File: config.mk
export PLATFORM = sky130hd
export DESIGN_NAME = first_fit_arena_allocator_flat
export DESIGN_NICKNAME = d
export VERILOG_FILES = /design/src/rtl/core/ffaa_pkg.sv /design/src/rtl/core/ffaa_req_if.sv /design/src/rtl/core/ffaa_rsp_if.sv /design/src/rtl/core/first_fit_arena_allocator.sv /design/src/rtl/core/ffaa_front.sv /design/src/rtl/core/ffaa_back.sv /design/src/flat_wrapper.sv
export SDC_FILE = /design/constraint.sdc
export NUM_CORES = 2
export LEC_CHECK = 0
export BUFFER_PORTS_ARGS = -buffer_cell sky130_fd_sc_hd__buf_2
export CORE_UTILIZATION = 50
export DETAILED_ROUTE_END_ITERATION = 8
export GPL_ROUTABILITY_DRIVEN = 0
export PLACE_DENSITY_LB_ADDON = 0.3
export SYNTH_ARGS = -nofsm -noshare
export SYNTH_HDL_FRONTEND = slang
export SYNTH_SLANG_ARGS = --single-unit
File: constraint.sdc
create_clock -name clk_i -period 16.6 [get_ports clk_i]
set_input_delay 3.32 -clock clk_i [delete_from_list [all_inputs] [get_ports clk_i]]
set_output_delay 3.32 -clock clk_i [all_outputs]
set_load 0.1 [all_outputs]
File: src/rtl/core/ffaa_pkg.sv
package ffaa_pkg;

  // fixed field widths
  localparam int unsigned HdrW   = 13;
  localparam int unsigned SizeW  = 16;
  localparam int unsigned WordsW = 14;
  localparam int unsigned EndW   = 15;
  localparam int unsigned CmpW   = 20;

  typedef enum logic {
    OP_ALLOC = 1'b0,
    OP_FREE  = 1'b1
  } op_e;

  typedef enum logic [2:0] {
    ST_OK         = 3'd0,
    ST_ZERO_SIZE  = 3'd1,
    ST_NO_SPACE   = 3'd2,
    ST_EMPTY      = 3'd3,
    ST_BAD_HANDLE = 3'd4,
    ST_TABLE_FULL = 3'd5
  } status_e;

  // configuration register indexes
  typedef enum logic [1:0] {
    REG_ARENA_BYTES = 2'd0
  } reg_e;

  // classified request
  typedef struct packed {
    op_e               op;
    logic              zero;
    logic [SizeW-1:0]  req_bytes;
    logic [WordsW-1:0] req_words;
    logic [15:0]       handle;
  } item_t;

  // one table entry
  typedef struct packed {
    logic [HdrW-1:0]  hdr;
    logic [SizeW-1:0] size;
  } entry_t;

  // bytes rounded up to 8-byte words
  function automatic logic [WordsW-1:0] word_count(input logic [SizeW-1:0] bytes);
    logic [SizeW:0] sum;
    sum = {1'b0, bytes} + (SizeW+1)'(7);
    return sum[SizeW:3];
  endfunction

endpackage

File: src/rtl/core/ffaa_req_if.sv
interface ffaa_req_if;
  logic        valid;
  logic        ready;
  logic        cmd;
  logic [15:0] request_bytes;
  logic [15:0] handle;

  modport source (output valid, cmd, request_bytes, handle, input ready);
  modport sink (input valid, cmd, request_bytes, handle, output ready);
endinterface

File: src/rtl/core/ffaa_rsp_if.sv
interface ffaa_rsp_if;
  logic        valid;
  logic        ready;
  logic [2:0]  status;
  logic [15:0] data_offset;
  logic [6:0]  blocks_in_use;

  modport source (output valid, status, data_offset, blocks_in_use, input ready);
  modport sink (input valid, status, data_offset, blocks_in_use, output ready);
endinterface

File: src/rtl/core/first_fit_arena_allocator.sv
// First-fit arena allocator. Requests (allocate or free) are taken into a two-beat
// front queue and carried out one at a time by a sequencer over the block table,
// a memory of MAX_BLOCKS entries with one read and one write port, kept in address
// order. Each table entry visited is read, then evaluated, and each entry moved by
// an insert or a remove is read and then written back one place over; a request
// rejected up front goes straight to the response state. The result is held in an
// output register, so new requests are queued while a result waits. The table
// needs no clearing after reset. Write arena_bytes at byte address 0 of the APB
// port only while idle.
module first_fit_arena_allocator #(
  parameter int unsigned MAX_BLOCKS      = 64,
  parameter int unsigned ARENA_ADDR_BITS = 16
) (
  input  logic        clk_i,
  input  logic        rst_ni,
  input  logic        psel,
  input  logic        penable,
  input  logic        pwrite,
  input  logic [1:0]  paddr,
  input  logic [31:0] pwdata,
  output logic [31:0] prdata,
  output logic        pready,
  ffaa_req_if.sink    req_i,
  ffaa_rsp_if.source  rsp_o
);
  import ffaa_pkg::*;

  logic [15:0] arena_bytes_q;
  item_t       item;
  logic        item_valid, item_pop;

  // configuration register
  assign pready = 1'b1;
  assign prdata = (paddr == REG_ARENA_BYTES) ? {16'b0, arena_bytes_q} : 32'b0;

  always_ff @(posedge clk_i or negedge rst_ni) begin
    if (!rst_ni) begin
      arena_bytes_q <= 16'hFFFF;
    end else if (psel && penable && pwrite && paddr == REG_ARENA_BYTES) begin
      arena_bytes_q <= pwdata[15:0];
    end
  end

  ffaa_front u_front (
    .clk_i        (clk_i),
    .rst_ni       (rst_ni),
    .req_i        (req_i),
    .item_o       (item),
    .item_valid_o (item_valid),
    .item_pop_i   (item_pop)
  );

  ffaa_back #(
    .MAX_BLOCKS      (MAX_BLOCKS),
    .ARENA_ADDR_BITS (ARENA_ADDR_BITS)
  ) u_back (
    .clk_i         (clk_i),
    .rst_ni        (rst_ni),
    .arena_bytes_i (arena_bytes_q),
    .item_i        (item),
    .item_valid_i  (item_valid),
    .item_pop_o    (item_pop),
    .rsp_o         (rsp_o)
  );

endmodule

File: src/rtl/core/ffaa_front.sv
module ffaa_front (
  input  logic            clk_i,
  input  logic            rst_ni,
  ffaa_req_if.sink        req_i,
  output ffaa_pkg::item_t item_o,
  output logic            item_valid_o,
  input  logic            item_pop_i
);
  import ffaa_pkg::*;

  item_t      q_q [2];
  logic       wr_ptr_q, rd_ptr_q;
  logic [1:0] count_q;
  item_t      cls;
  logic       push;

  // classify the incoming beat
  always_comb begin
    cls.op        = req_i.cmd ? OP_FREE : OP_ALLOC;
    cls.zero      = (req_i.request_bytes == '0);
    cls.req_bytes = req_i.request_bytes;
    cls.req_words = word_count(req_i.request_bytes);
    cls.handle    = req_i.handle;
  end

  assign req_i.ready  = (count_q != 2'd2);
  assign push         = req_i.valid && req_i.ready;
  assign item_valid_o = (count_q != 2'd0);
  assign item_o       = q_q[rd_ptr_q];

  // payload slots
  always_ff @(posedge clk_i) begin
    if (push) begin
      q_q[wr_ptr_q] <= cls;
    end
  end

  // queue pointers
  always_ff @(posedge clk_i or negedge rst_ni) begin
    if (!rst_ni) begin
      wr_ptr_q <= 1'b0;
      rd_ptr_q <= 1'b0;
      count_q  <= 2'd0;
    end else begin
      if (push) wr_ptr_q <= ~wr_ptr_q;
      if (item_pop_i) rd_ptr_q <= ~rd_ptr_q;
      case ({push, item_pop_i})
        2'b10:   count_q <= count_q + 2'd1;
        2'b01:   count_q <= count_q - 2'd1;
        default: count_q <= count_q;
      endcase
    end
  end

endmodule

File: src/rtl/core/ffaa_back.sv
module ffaa_back #(
  parameter int unsigned MAX_BLOCKS      = 64,
  parameter int unsigned ARENA_ADDR_BITS = 16
) (
  input  logic            clk_i,
  input  logic            rst_ni,
  input  logic [15:0]     arena_bytes_i,
  input  ffaa_pkg::item_t item_i,
  input  logic            item_valid_i,
  output logic            item_pop_o,
  ffaa_rsp_if.source      rsp_o
);
  import ffaa_pkg::*;

  localparam int unsigned IdxW = (MAX_BLOCKS > 1) ? $clog2(MAX_BLOCKS) : 1;
  localparam int unsigned CntW = $clog2(MAX_BLOCKS + 1);
  localparam logic [15:0] OffMask =
    (ARENA_ADDR_BITS >= 16) ? 16'hFFFF : 16'((32'd1 << ARENA_ADDR_BITS) - 32'd1);

  typedef enum logic [2:0] {
    S_IDLE, S_RD, S_EV, S_SH_RD, S_SH_WR, S_INS, S_RESP
  } state_e;

  state_e           state_q;
  entry_t           mem [MAX_BLOCKS];
  entry_t           rdata_q;
  logic [IdxW-1:0]  raddr;
  logic             we;
  logic [IdxW-1:0]  waddr;
  entry_t           wdata;

  item_t            cur_q;
  logic [CntW-1:0]  total_q;
  logic [IdxW-1:0]  idx_q, src_q, dst_q;
  logic [CntW-1:0]  pos_q;
  logic [EndW-1:0]  prev_end_q, w_q;
  status_e          status_q;
  logic             out_valid_q;
  status_e          out_status_q;
  logic [15:0]      out_offset_q;
  logic [6:0]       out_blocks_q;

  // entry evaluation
  logic [EndW-1:0]  ent_end;
  logic             fit_first, fit_gap, fit_tail, hit, last;
  logic [HdrW:0]    hdr_p2;
  logic [HdrW-1:0]  w_p2;

  always_comb begin
    ent_end   = {2'b0, rdata_q.hdr} + EndW'(2) + {1'b0, word_count(rdata_q.size)};
    fit_first = $signed({4'b0, rdata_q.hdr, 3'b0})
                >= $signed({4'b0, cur_q.req_bytes} + CmpW'(32));
    fit_gap   = $signed({7'b0, rdata_q.hdr} - {5'b0, prev_end_q})
                >= $signed({6'b0, cur_q.req_words} + CmpW'(2));
    fit_tail  = $signed({4'b0, arena_bytes_i} - {2'b0, ent_end, 3'b0})
                >= $signed({4'b0, cur_q.req_bytes} + CmpW'(16));
    hdr_p2    = {1'b0, rdata_q.hdr} + (HdrW+1)'(2);
    hit       = ({hdr_p2, 3'b0} == {1'b0, cur_q.handle});
    last      = ((CntW'(idx_q) + CntW'(1)) == total_q);
    w_p2      = w_q[HdrW-1:0] + HdrW'(2);
  end

  // table port control
  always_comb begin
    raddr = (state_q == S_RD) ? idx_q : src_q;
    we    = 1'b0;
    waddr = dst_q;
    wdata = rdata_q;
    if (state_q == S_SH_WR) begin
      we = 1'b1;
    end else if (state_q == S_INS) begin
      we         = 1'b1;
      waddr      = pos_q[IdxW-1:0];
      wdata.hdr  = w_q[HdrW-1:0];
      wdata.size = cur_q.req_bytes;
    end
  end

  // block table
  always_ff @(posedge clk_i) begin
    if (we) mem[waddr] <= wdata;
    rdata_q <= mem[raddr];
  end

  assign item_pop_o          = (state_q == S_IDLE) && item_valid_i;
  assign rsp_o.valid         = out_valid_q;
  assign rsp_o.status        = out_status_q;
  assign rsp_o.data_offset   = out_offset_q;
  assign rsp_o.blocks_in_use = out_blocks_q;

  // request sequencer
  always_ff @(posedge clk_i or negedge rst_ni) begin
    if (!rst_ni) begin
      state_q      <= S_IDLE;
      total_q      <= '0;
      out_valid_q  <= 1'b0;
      cur_q        <= '0;
      idx_q        <= '0;
      src_q        <= '0;
      dst_q        <= '0;
      pos_q        <= '0;
      prev_end_q   <= '0;
      w_q          <= '0;
      status_q     <= ST_OK;
      out_status_q <= ST_OK;
      out_offset_q <= '0;
      out_blocks_q <= '0;
    end else begin
      if (rsp_o.valid && rsp_o.ready && state_q != S_RESP) out_valid_q <= 1'b0;
      unique case (state_q)
        S_IDLE: begin
          if (item_valid_i) begin
            cur_q    <= item_i;
            idx_q    <= '0;
            if (item_i.op == OP_ALLOC) begin
              if (item_i.zero) begin
                status_q <= ST_ZERO_SIZE;
                state_q  <= S_RESP;
              end else if (total_q == CntW'(MAX_BLOCKS)) begin
                status_q <= ST_TABLE_FULL;
                state_q  <= S_RESP;
              end else if (total_q == '0) begin
                if ($signed({4'b0, item_i.req_bytes})
                    > $signed({4'b0, arena_bytes_i} - CmpW'(32))) begin
                  status_q <= ST_NO_SPACE;
                  state_q  <= S_RESP;
                end else begin
                  status_q <= ST_OK;
                  w_q      <= EndW'(2);
                  pos_q    <= '0;
                  state_q  <= S_INS;
                end
              end else begin
                status_q <= ST_OK;
                state_q  <= S_RD;
              end
            end else begin
              if (total_q == '0) begin
                status_q <= ST_EMPTY;
                state_q  <= S_RESP;
              end else begin
                status_q <= ST_OK;
                state_q  <= S_RD;
              end
            end
          end
        end
        S_RD: state_q <= S_EV;
        S_EV: begin
          if (cur_q.op == OP_ALLOC) begin
            if ((idx_q == '0) ? fit_first : fit_gap) begin
              w_q   <= (idx_q == '0) ? EndW'(2) : prev_end_q;
              pos_q <= CntW'(idx_q);
              if (CntW'(idx_q) == total_q) begin
                state_q <= S_INS;
              end else begin
                dst_q   <= IdxW'(total_q);
                src_q   <= IdxW'(total_q - CntW'(1));
                state_q <= S_SH_RD;
              end
            end else if (last) begin
              if (fit_tail) begin
                w_q     <= ent_end;
                pos_q   <= total_q;
                state_q <= S_INS;
              end else begin
                status_q <= ST_NO_SPACE;
                state_q  <= S_RESP;
              end
            end else begin
              prev_end_q <= ent_end;
              idx_q      <= idx_q + IdxW'(1);
              state_q    <= S_RD;
            end
          end else begin
            if (hit) begin
              pos_q <= CntW'(idx_q);
              if (last) begin
                total_q <= total_q - CntW'(1);
                state_q <= S_RESP;
              end else begin
                dst_q   <= idx_q;
                src_q   <= idx_q + IdxW'(1);
                state_q <= S_SH_RD;
              end
            end else if (last) begin
              status_q <= ST_BAD_HANDLE;
              state_q  <= S_RESP;
            end else begin
              idx_q   <= idx_q + IdxW'(1);
              state_q <= S_RD;
            end
          end
        end
        S_SH_RD: state_q <= S_SH_WR;
        S_SH_WR: begin
          if (cur_q.op == OP_ALLOC) begin
            if (CntW'(src_q) == pos_q) begin
              state_q <= S_INS;
            end else begin
              dst_q   <= src_q;
              src_q   <= src_q - IdxW'(1);
              state_q <= S_SH_RD;
            end
          end else begin
            if ((CntW'(src_q) + CntW'(1)) == total_q) begin
              total_q <= total_q - CntW'(1);
              state_q <= S_RESP;
            end else begin
              dst_q   <= src_q;
              src_q   <= src_q + IdxW'(1);
              state_q <= S_SH_RD;
            end
          end
        end
        S_INS: begin
          total_q <= total_q + CntW'(1);
          state_q <= S_RESP;
        end
        S_RESP: begin
          if (!out_valid_q || rsp_o.ready) begin
            out_valid_q  <= 1'b1;
            out_status_q <= status_q;
            out_offset_q <= (status_q == ST_OK && cur_q.op == OP_ALLOC)
                            ? ({w_p2, 3'b0} & OffMask) : 16'd0;
            out_blocks_q <= 7'(total_q);
            state_q      <= S_IDLE;
          end
        end
        default: state_q <= S_IDLE;
      endcase
    end
  end

endmodule

File: src/flat_wrapper.sv
// flat-port wrapper written by rule: the top's interface ports become plain ports
module first_fit_arena_allocator_flat import ffaa_pkg::*;
#(
  parameter int unsigned MAX_BLOCKS      = 64,
  parameter int unsigned ARENA_ADDR_BITS = 16
)
  (clk_i, rst_ni, psel, penable, pwrite, paddr, pwdata, prdata, pready, req_i_valid, req_i_cmd, req_i_request_bytes, req_i_handle, req_i_ready, rsp_o_valid, rsp_o_status, rsp_o_data_offset, rsp_o_blocks_in_use, rsp_o_ready);
  ffaa_req_if req_i_i ();
  ffaa_rsp_if rsp_o_i ();
  input  logic clk_i;
  input  logic rst_ni;
  input  logic psel;
  input  logic penable;
  input  logic pwrite;
  input  logic [1:0] paddr;
  input  logic [31:0] pwdata;
  output logic [31:0] prdata;
  output logic pready;
  input wire logic [$bits(req_i_i.valid)-1:0] req_i_valid;
  input wire logic [$bits(req_i_i.cmd)-1:0] req_i_cmd;
  input wire logic [$bits(req_i_i.request_bytes)-1:0] req_i_request_bytes;
  input wire logic [$bits(req_i_i.handle)-1:0] req_i_handle;
  output wire logic [$bits(req_i_i.ready)-1:0] req_i_ready;
  output wire logic [$bits(rsp_o_i.valid)-1:0] rsp_o_valid;
  output wire logic [$bits(rsp_o_i.status)-1:0] rsp_o_status;
  output wire logic [$bits(rsp_o_i.data_offset)-1:0] rsp_o_data_offset;
  output wire logic [$bits(rsp_o_i.blocks_in_use)-1:0] rsp_o_blocks_in_use;
  input wire logic [$bits(rsp_o_i.ready)-1:0] rsp_o_ready;
  assign req_i_i.valid = req_i_valid;
  assign req_i_i.cmd = req_i_cmd;
  assign req_i_i.request_bytes = req_i_request_bytes;
  assign req_i_i.handle = req_i_handle;
  assign req_i_ready = req_i_i.ready;
  assign rsp_o_valid = rsp_o_i.valid;
  assign rsp_o_status = rsp_o_i.status;
  assign rsp_o_data_offset = rsp_o_i.data_offset;
  assign rsp_o_blocks_in_use = rsp_o_i.blocks_in_use;
  assign rsp_o_i.ready = rsp_o_ready;
  first_fit_arena_allocator #(.MAX_BLOCKS(MAX_BLOCKS), .ARENA_ADDR_BITS(ARENA_ADDR_BITS)) u_core (.clk_i(clk_i), .rst_ni(rst_ni), .psel(psel), .penable(penable), .pwrite(pwrite), .paddr(paddr), .pwdata(pwdata), .prdata(prdata), .pready(pready), .req_i(req_i_i), .rsp_o(rsp_o_i));
endmodule
==> metrics.txt <==
Final nets=7039; final count of pins violating max slew=0; Longest Clk Path Bufs=3; Clock Skew=approximately 0.043 ns; number of global-route vias before repair=54.7k; startpoint type of the worst setup path=input port; post-detail-place hpwl=around 130000 um; Area after DPL=~94000 um2; setup violators final=0; TNS Setup=0 ns; Crit. Startpoint=paddr[1]; area leader, netlist=edfxtp_1; # IOs=~140; worst path cell trace=buf_2 > nor2_1 > and2_1 > buf_2; post-detailed-route wirelength per cell=24.8 um; synthesized instance count=6867; worst relative slew slack=1.47%; drt pass-1 iters=6; top-count cell post-synth=edfxtp_1; Crit Path Max Fanout=10; pin count of the biggest net entering global routing=206; CTS Buf Count=210; Setup crit end kind=output pin; post-synthesis async set-or-reset flop share=7.34%; CTS Hold Bufs=0; Slew @ Worst Pin=1.47 ns; syn avg cell area=around 13 um2; Tot GR Track Use=24.8%; Slowest cell on crit path=nor2_1; initial antenna violation count=6; CP max stage delay=0.66 ns; Leak Pwr=33.5 nW; Initial Utilization=50.4%; Core ar.=181000 um2; Worst Setup Path Type=in2out; Cell Area, Synth=91100 um2; top_reg_cell synth=edfxtp_1; via count=between 50k and 60k; register area share after synthesis=69.3%; drt initial violations=6061; r2r startpoint=u_core.u_back.rdata_q[17]; Site Rows=156; final period utilization=48.8%; Worst Hold Class=reg2reg; Worst VDD drop=222 uV; Die Height=approximately 430 um; Tmin final=between 8 and 9 ns; Util after Layout=56.1%; WP buf/inv=2; Final Hold Fails=0; H-tree levels=4; Final Power=22.6 mW; WP data arrival=4.78 ns; top cells by area, synth=edfxtp_1 64%, a211oi_1 5.6%, nand2_1 4.7%; Clock Sinks=2138; Worst Path Required=approximately 13 ns; Synth cell types=85; # fillers=14.2k; Worst-Skew Late Latency=0.83 ns; outcome=finished with violations; Final ANT Viol Nets=0; CTS resizes=0; vias per cell=6.11; Reg clk slew, reported paths=0.05 ns; Post-synth EDFFs=1952; FMAX=123 MHz; final wirelength=approximately 230000 um; most frequent cells after synthesis=1952 x edfxtp_1, 1139 x nand2_1, 675 x a211oi_1, 454 x and2_1, 406 x clkbuf_1; crit-path leading delay family=simple AND/OR/NAND/NOR gates; flops & latches, synth=2138; Die ar.=184000 um2; TritonCTS clock tree=built; Max-Cap Viols=1; first-pass GRT wire length=around 340000 um; PwrDens=about 220 nW/um2; overflow left after global routing=0; Residual DRC=0; area grow syn2layout=11.3%; layout cells sized above 1=10.8%; Buffers on Ports=98; Synth Warn #=0; setup bufs post-CTS=0; chip width=429 um; RSZ-0062 raised after global routing=no; Finished Cell Area=101000 um2; hold path startpoint=u_core.u_back.rsp_o.data_offset[12]; Root Buffer=clkbuf_16; failing checks=capacitance limit; Synth top area share=64.4%; CP dominant cell by count=buf_2
## routing by layer
metal  part of all wire [%]  vias to the layer above  track usage (%)  routed length [um]
li1                       -                    25911                -                   -
met1                     40                    28703             33.1               94100
met2                     48                     2336             40.2              111000
met3                    8.1                      390             4.47               18800
met4                    3.8                        0             9.65                8770
met5                      0                        -                0                   0
## final cells by class
class / instances / area (um2) / share of cell area, %
antenna: 2 / 5.00 / 0.00494
clock inverter: 133 / 1350 / 1.33
tap: 2370 / 2970 / 2.93
multi-input combinational: 4173 / 26400 / 26.1
clock buffer: 255 / 5500 / 5.43
sequential: 2138 / 63100 / 62.3
timing repair buffer: 248 / 1710 / 1.69
inverter: 64 / 240 / 0.237
## path summary, 6_finish.rpt
| path | endpoint | slack [ns] | cells past startpoint |
|---|---|---|---|
| setup / recovery | prdata[12] | 8.50 | 4 |
| hold / removal | u_core.u_back.rsp_o.data_offset[12] | 0.47 | 2 |
| setup reg to reg | u_core.u_back.status_q[2] | 9.09 | 29 |
| hold reg to reg | u_core.u_back.rsp_o.data_offset[12] | 0.47 | 2 |
| max in group asynchronous | u_core.u_front.rd_ptr_q | 12.59 | 2 |
| min in group asynchronous | u_core.u_back.rsp_o.data_offset[6] | 2.58 | 1 |
## state kept, by name, indices dropped and copies added (netlist names), 3 cells and up
name and cells:
u_core.arena_bytes_q 16, u_core.u_back.cur_q 47, u_core.u_back.status_q 3, u_core.u_front.q_q 96, u_core.u_back.rsp_o.blocks_in_use 7, u_core.u_back.mem 1856, u_core.u_back.total_q 7, u_core.u_back.rsp_o.data_offset 13
u_core.u_back.rsp_o.status 3, u_core.u_back.src_q 6, u_core.u_back.state_q 3, u_core.u_back.idx_q 6, u_core.u_back.w_q 13, u_core.u_back.dst_q 6, u_core.u_back.pos_q 7, u_core.u_back.prev_end_q 15
u_core.u_back.rdata_q 29
## cell families (layout without fill, tap and decap cells)
kind of cell    after synthesis  count (layout)  share of synthesized area [%]
flops                      2138            2138                           69.3
simple gates               2016            2016                           10.1
compound gates             1719            1719                           13.1
buf+inv                     574             700                           2.55
xor+xnor                    177             177                           1.71
fa+ha+maj                   133             133                           1.86
mux                         108             108                           1.26
other cells                   2              22                        0.00825
## report_power, final
part | internal [mW] | switching (mW) | total (mW)
clock network | 2.69 | 2.02 | 4.71
registers | 7.05 | 0.372 | 7.42
logic | 3.22 | 7.28 | 10.5
total | 13.0 | 9.67 | 22.6
## through the flow
stage          worst slack (ns)  instances  hold slack (ns)
2_1_floorplan              7.71       6885            0.461
6_report                   8.50       9383            0.471
5_1_grt                    8.41       9381            0.502
3_5_place_dp               8.46       8993            0.465
4_1_cts                    8.46       9381            0.477
3_3_place_gp               8.52       8993            0.459
## placed cells by master, fill, tap and decap left out, types with 20 or more instances in the layout
master / synthesis / routed
o21ai_0: 105 / 96
a31oi_1: 239 / 239
nand2_1: 1139 / 1118
xor2_1: 71 / 71
mux2_2: 54 / 53
bufinv_16: 0 / 21
nand4_1: 21 / 21
edfxtp_1: 1952 / 1952
and2_1: 454 / 454
a21o_1: 32 / 32
mux2i_1: 54 / 48
clkinv_1: 1 / 48
dfrtp_1: 141 / 140
and3_1: 24 / 23
nand3_1: 64 / 64
nor2_4: 0 / 67
nand2_2: 1 / 22
buf_4: 20 / 143
buf_2: 66 / 97
clkbuf_1: 406 / 40
xnor2_1: 105 / 105
nand2b_1: 22 / 22
dfxtp_1: 29 / 29
clkbuf_16: 0 / 212
clkinv_2: 0 / 39
a211oi_1: 675 / 675
conb_1: 2 / 20
inv_1: 63 / 63
ha_1: 126 / 126
nor3_1: 25 / 25
a21oi_1: 326 / 326
and2_0: 27 / 27
a311oi_1: 232 / 232
nor2_1: 186 / 119
## worst register-to-register path: cells and delay by family, from the launching register on
kind,cells,cell delay [ns]
mux,1,0.38
compound gates,10,2.16
flops,1,0.64
simple gates,5,0.68
fa+ha+maj,8,2.71
buf+inv,3,0.30
xor+xnor,2,0.52
(Power assumes the default switching activity.)
